### config.mk
export PLATFORM = sky130hd
export DESIGN_NAME = apwa_ctrl
export DESIGN_NICKNAME = d
export VERILOG_FILES = /design/src/hdl/apwa_pkg.sv /design/src/hdl/apwa_ctrl.sv
export SDC_FILE = /design/constraint.sdc
export NUM_CORES = 1
export LEC_CHECK = 0
export ABC_AREA = 1
export BUFFER_PORTS_ARGS = -buffer_cell sky130_fd_sc_hd__buf_2
export CAP_MARGIN = 20
export CORE_ASPECT_RATIO = 1.1
export CORE_UTILIZATION = 25
export CTS_BUF_LIST = sky130_fd_sc_hd__clkbuf_16
export CTS_CLUSTER_DIAMETER = 50
export CTS_CLUSTER_SIZE = 12
export DETAILED_ROUTE_END_ITERATION = 10
export PLACE_DENSITY = 0.51
export SETUP_SLACK_MARGIN = 0.05
export SLEW_MARGIN = 20
export SYNTH_ARGS = -nofsm -noshare
export SYNTH_HDL_FRONTEND = slang
export SYNTH_SLANG_ARGS = --single-unit
export TNS_END_PERCENT = 30
### constraint.sdc
create_clock -name clk -period 1.44 [get_ports clk]
set_input_delay 0.288 -clock clk [delete_from_list [all_inputs] [get_ports clk]]
set_output_delay 0.288 -clock clk [all_outputs]
set_load 0.03 [all_outputs]
### src/hdl/apwa_pkg.sv
`default_nettype none
// ----------------------------------------------------------------------------
// apwa_pkg
// Shared widths, register indexes, datapath commands and status types for the
// sliding-peak audio gain control.
// ----------------------------------------------------------------------------
package apwa_pkg;

	localparam int MAX_CHANNELS  = 8;
	localparam int LOG_FRAC_BITS = 16;

	localparam int SAMPLE_W = 16;
	localparam int CFG_W    = 15;
	localparam int IDX_W    = 3;
	localparam int CNT_W    = 4;
	localparam int CH_W     = $clog2(MAX_CHANNELS);

	localparam int MAG_W     = 16;
	localparam int FS_W      = 15;
	localparam int EXP_W     = 5;
	localparam int LG_W      = EXP_W + LOG_FRAC_BITS;
	localparam int K_W       = FS_W + LG_W;
	localparam int K_LO_W    = K_W / 2;
	localparam int K_HI_W    = K_W - K_LO_W;
	localparam int D_W       = 16;
	localparam int BM_W      = 4;
	localparam int DEN_W     = D_W + BM_W;
	localparam int NUM_W     = MAG_W + K_W + 2;
	localparam int DIV_W     = DEN_W + LOG_FRAC_BITS + 1;
	localparam int QUO_W     = 17;
	localparam int LOG_CNT_W = $clog2(LOG_FRAC_BITS);

	localparam logic [IDX_W-1:0] REG_ENABLE        = 3'd0;
	localparam logic [IDX_W-1:0] REG_WIDE_SAMPLES  = 3'd1;
	localparam logic [IDX_W-1:0] REG_CHANNEL_COUNT = 3'd2;
	localparam logic [IDX_W-1:0] REG_WINDOW_LENGTH = 3'd3;
	localparam logic [IDX_W-1:0] REG_NOISE_FLOOR   = 3'd4;

	typedef logic [SAMPLE_W-1:0] sample_t;

	typedef enum logic [3:0] {
		CMD_NONE,
		CMD_CAPTURE,
		CMD_UPDATE,
		CMD_SCAN_INIT,
		CMD_SCAN_READ,
		CMD_ENV_START,
		CMD_ENV_TAKE,
		CMD_NORM,
		CMD_LOG,
		CMD_KMUL,
		CMD_MUL_LO,
		CMD_MUL_HI,
		CMD_DIV_START,
		CMD_STORE,
		CMD_OUT
	} cmd_t;

	typedef struct packed {
		logic enabled;
		logic scan_req;
		logic scan_last;
		logic div_idle;
		logic norm_done;
		logic log_last;
		logic ch_last;
	} status_t;

	typedef struct packed {
		logic             we;
		logic [IDX_W-1:0] idx;
		logic [CFG_W-1:0] data;
	} cfg_wr_t;

endpackage
`default_nettype wire

### src/hdl/apwa_ctrl.sv
`default_nettype none
// ----------------------------------------------------------------------------
// apwa_ctrl
// Frame sequencer: accepts a frame and, if enabled, runs window update, rescan
// if due, envelope, log2 and per-channel scaling; it owns the result valid.
// ----------------------------------------------------------------------------
module apwa_ctrl (
	input  logic              clk,
	input  logic              arst_n,
	input  logic              frame_valid,
	output logic              frame_stall,
	output logic              result_valid,
	input  logic              result_stall,
	input  apwa_pkg::status_t status,
	output apwa_pkg::cmd_t    cmd
);
	import apwa_pkg::*;

	typedef enum logic [4:0] {
		S_IDLE,
		S_CHECK,
		S_UPDATE,
		S_SCAN_CHK,
		S_SCAN_INIT,
		S_SCAN,
		S_SCAN_TAIL,
		S_ENV_START,
		S_ENV_WAIT,
		S_ENV_TAKE,
		S_NORM,
		S_LOG,
		S_KMUL,
		S_MUL_LO,
		S_MUL_HI,
		S_DIV_START,
		S_DIV_WAIT,
		S_STORE,
		S_OUT
	} state_t;

	state_t state_q;
	logic   result_valid_q;
	logic   accept;
	logic   out_free;

	assign accept   = state_q == S_IDLE && frame_valid;
	assign out_free = !result_valid_q || !result_stall;

	always_comb begin
		case (state_q)
			S_IDLE:      cmd = accept ? CMD_CAPTURE : CMD_NONE;
			S_UPDATE:    cmd = CMD_UPDATE;
			S_SCAN_INIT: cmd = CMD_SCAN_INIT;
			S_SCAN:      cmd = CMD_SCAN_READ;
			S_ENV_START: cmd = CMD_ENV_START;
			S_ENV_TAKE:  cmd = CMD_ENV_TAKE;
			S_NORM:      cmd = CMD_NORM;
			S_LOG:       cmd = CMD_LOG;
			S_KMUL:      cmd = CMD_KMUL;
			S_MUL_LO:    cmd = CMD_MUL_LO;
			S_MUL_HI:    cmd = CMD_MUL_HI;
			S_DIV_START: cmd = CMD_DIV_START;
			S_STORE:     cmd = CMD_STORE;
			S_OUT:       cmd = out_free ? CMD_OUT : CMD_NONE;
			default:     cmd = CMD_NONE;
		endcase
	end

	always_ff @(posedge clk or negedge arst_n) begin
		if (!arst_n) begin
			state_q        <= S_IDLE;
			result_valid_q <= 1'b0;
		end else begin
			if (result_valid_q && !result_stall) begin
				result_valid_q <= 1'b0;
			end
			case (state_q)
				S_IDLE: begin
					if (accept) begin
						state_q <= S_CHECK;
					end
				end
				S_CHECK:     state_q <= status.enabled ? S_UPDATE : S_OUT;
				S_UPDATE:    state_q <= S_SCAN_CHK;
				S_SCAN_CHK:  state_q <= status.scan_req ? S_SCAN_INIT : S_ENV_START;
				S_SCAN_INIT: state_q <= S_SCAN;
				S_SCAN: begin
					if (status.scan_last) begin
						state_q <= S_SCAN_TAIL;
					end
				end
				S_SCAN_TAIL: state_q <= S_ENV_START;
				S_ENV_START: state_q <= S_ENV_WAIT;
				S_ENV_WAIT: begin
					if (status.div_idle) begin
						state_q <= S_ENV_TAKE;
					end
				end
				S_ENV_TAKE:  state_q <= S_NORM;
				S_NORM: begin
					if (status.norm_done) begin
						state_q <= S_LOG;
					end
				end
				S_LOG: begin
					if (status.log_last) begin
						state_q <= S_KMUL;
					end
				end
				S_KMUL:      state_q <= S_MUL_LO;
				S_MUL_LO:    state_q <= S_MUL_HI;
				S_MUL_HI:    state_q <= S_DIV_START;
				S_DIV_START: state_q <= S_DIV_WAIT;
				S_DIV_WAIT: begin
					if (status.div_idle) begin
						state_q <= S_STORE;
					end
				end
				S_STORE:     state_q <= status.ch_last ? S_OUT : S_MUL_LO;
				S_OUT: begin
					if (out_free) begin
						result_valid_q <= 1'b1;
						state_q        <= S_IDLE;
					end
				end
				default:     state_q <= S_IDLE;
			endcase
		end
	end

	assign frame_stall  = state_q != S_IDLE;
	assign result_valid = result_valid_q;

endmodule
`default_nettype wire

==> metrics.md <==
| Metric | Value |
|---|---|
| Status | complete, but fails checks |
| Failing checks | negative setup slack |
| Die H | 58.9 um |
| RSZ-0062 raised after global routing | yes |
| Placer Congestion | 0.915 |
| Total Routing Usage GR | 0.181 |
| Crit path time final | roughly 1.8 ns |
| Gr ovfl total | 0 |
| PwrDens | 2320 mW/mm^2 |
| Post-route DRC | 0 |
| Pint | 1.68 mW |
| DR vias/cell | 4.64 |
| Worst hold start | result_stall |
| Distinct cells, synth | 22 |
| Synthesized area | between 700 and 800 um^2 |
| Core Region | 0.00278 mm^2 |
| Hold endpoint | result_valid |
| Post-synthesis cell count | approximately 130 |
| Die W | 53.7 um |
| CP Launch Type | register |
| DR vias | 1,040 |
| Slew Limit Fails | 0 |
| Worst slew pin tran | around 0.25 ns |
| Initial Util | 0.265 |
| Final Util | 0.500 |
| Drt wl/cell | 11.7 um |
| Post-route ant nets | 0 |
| Final Worst Setup Slack | -0.368 ns |
| Drt first pass iters | 4 |
| Final setup skew | about 0.00094 ns |
| Ports | 17 |
| Worst Hold Class | in2reg |
| Crit path kind | reg2out |
| Net Sw Frac | 0.478 |
| Worst Path Arrival | 1.52 ns |
| Reg2Reg Launch Point | state_q[1] |
| CTS root buffer | clkbuf_16 |
| Worst r2r path cells | 10 |
| H-tree levels | 1 |
| Slew headroom | 0.832 |
| Sequential share of the synthesized area | 0.204 |
| Syn nets | 137 |
| Clock Latency Late Sink | 0.23 ns |
| Commonest cells after routing, fill and taps aside | 47 x buf_4, 29 x nand2_1, 16 x inv_1, 16 x nor2_1, 12 x nand3_1 |
| Initial antenna violation count | 0 |
| Clk buf depth | 2 |
| Worst-path maximum fanout | 7 |
| FF+latch count, synth | 6 |
| Filler cells | approximately 300 |
| Hold Path Depth | 3 |
| Fin. Hold Viols | 0 |
| MaxCap Viol Count | 0 |
| Setup TNS | -2.01 ns |
| Leak | approximately 0.80 nW |
| Port buffer count | 16 |
| Finished Cell Area | between 0.001 and 0.0015 mm^2 |
| Overall Power | 3.22 mW |
| Clk sinks | 6 |
| Nets | 203 |
| Combinational power share | 0.740 |
| Crit. End Element | output pin |
| Share of cells above drive strength 1 | 0.545 |
| Largest net degree at the start of global routing | 8 |
| Area growth from synthesis to layout | 88.9% |
| WL final | 2610 um |
| Vias in the first global route | 966 |
| Ys Warns | 0 |
| Die area | 0.00316 mm^2 |
| Sequential share of power | 0.118 |
| CTS Buf Count | 3 |
| R2R Path End | state_q[2] |
| Antenna Cells | 0 |
| DP HPWL | 2080 um |
| Clock-pin slew on the worst setup and hold paths | 0.03 ns |
| Most common cell after layout, fill and taps aside | buf_4 |
| Row count | 20 |
| Crit share post-route | 1.26 |
| Global-route wire length before repair | between 4000 and 5000 um |
| Syn_area_per_cell | 5.84 um^2 |
| Setup violations, final | 9 |
| Cell Area, Placed | around 0.0011 mm^2 |
| Peak Freq | roughly 550 MHz |
| Worst ir drop on vdd | 1.07 mV |
| CTS tree | yes |
| Switching power | 1.54 mW |
| Initial DRC count | 12 |
| Clock power share | 0.141 |
| Crit path required time | 1.15 ns |
| R2R setup slack | -0.09 ns |
## kinds of logic (layout without fill, tap and decap cells)
group,Yosys count,after routing,synth area share
compound gates,9,9,0.0816
simple gates,88,88,0.580
flops,6,6,0.204
buf+inv,23,88,0.134
## worst max path at each step
stage / end / startpoint / slack [ns] / cells after the start
finish: cmd[2] / state_q[1] / -0.37 / 6
global route: cmd[3] / state_q[1] / -0.46 / 8
CTS: cmd[2] / state_q[1] / -0.36 / 7
detailed placement: cmd[1] / state_q[1] / -0.23 / 7
global placement: cmd[1] / state_q[1] / -0.28 / 7
floorplan: cmd[0] / state_q[1] / -0.22 / 5
## per-stage QoR
step	cells	setup slack, ns	hold WS, ns
final	224	-0.368	0.373
after global routing	224	-0.463	0.406
after CTS	219	-0.364	0.342
after detailed placement	213	-0.232	0.121
after global placement	213	-0.275	0.121
after floorplan	126	-0.223	-0.00759
## repair_timing
action                                  CTS  global route
pin swaps                                 3             8
endpoints found under the hold margin     6             0
buffers inserted                          1             5
resized for setup                        24            10
endpoints found under the setup margin    9            10
hold buffers                              1             0
## flip-flops by register name, summed over array words and instances, names as in the netlist
signal / count
result_valid: 1
state_q: 5
## synth_stat cells
library cell	n	share of area
dfrtp_1	6	0.20
nor2_4	2	0.031
o221ai_1	1	0.012
nand3b_1	1	0.010
nand3b_2	1	0.015
inv_1	18	0.092
a21oi_1	4	0.027
nor3_2	1	0.014
nand2_2	3	0.026
buf_6	1	0.015
nor3_1	1	0.0068
clkinv_4	1	0.012
a21oi_2	1	0.012
nor2_1	19	0.097
nand3_2	3	0.041
o21bai_1	1	0.010
nand2_1	36	0.18
nand4_1	3	0.026
nor2_2	5	0.043
nand3_1	13	0.088
o211ai_1	2	0.020
inv_2	3	0.015
## worst max-delay path: stages (launching register included)
cell	delay, ns
dfrtp_2	0.47
buf_4	0.16
nand3_2	0.12
nor2_1	0.07
a21oi_1	0.17
nand4_1	0.13
buf_6	0.16
## per-layer routing
metal  GRT usage  wire length [um]  up-vias
met4      0.0414                17        0
li1            -                 -      529
met1       0.222              1150      480
met5           0                 0        -
met2       0.309              1320       27
met3      0.0491               126        4
## power groups by stage
| stage | clock [mW] | sequential [mW] | combinational, mW |
|---|---|---|---|
| 2_1_floorplan | 0 | 0.343 | 1.18 |
| 3_3_place_gp | 0 | 0.351 | 2.01 |
| 3_5_place_dp | 0 | 0.355 | 2.02 |
| 4_1_cts | 0.466 | 0.374 | 2.27 |
| 5_1_grt | 0.474 | 0.393 | 2.59 |
| 6_report | 0.455 | 0.382 | 2.39 |
## layout make-up
cell class,instances,area [um^2],share of cell area
inverters,22,90.1,0.0648
well taps,33,41.3,0.0297
flip-flops and latches,6,155,0.112
multi-input cells,97,573,0.412
repair buffers,62,452,0.325
clock buffers,3,75.1,0.0540
clock inverters,1,3.75,0.00270
No activity file was read; power rests on OpenSTA's default activity.
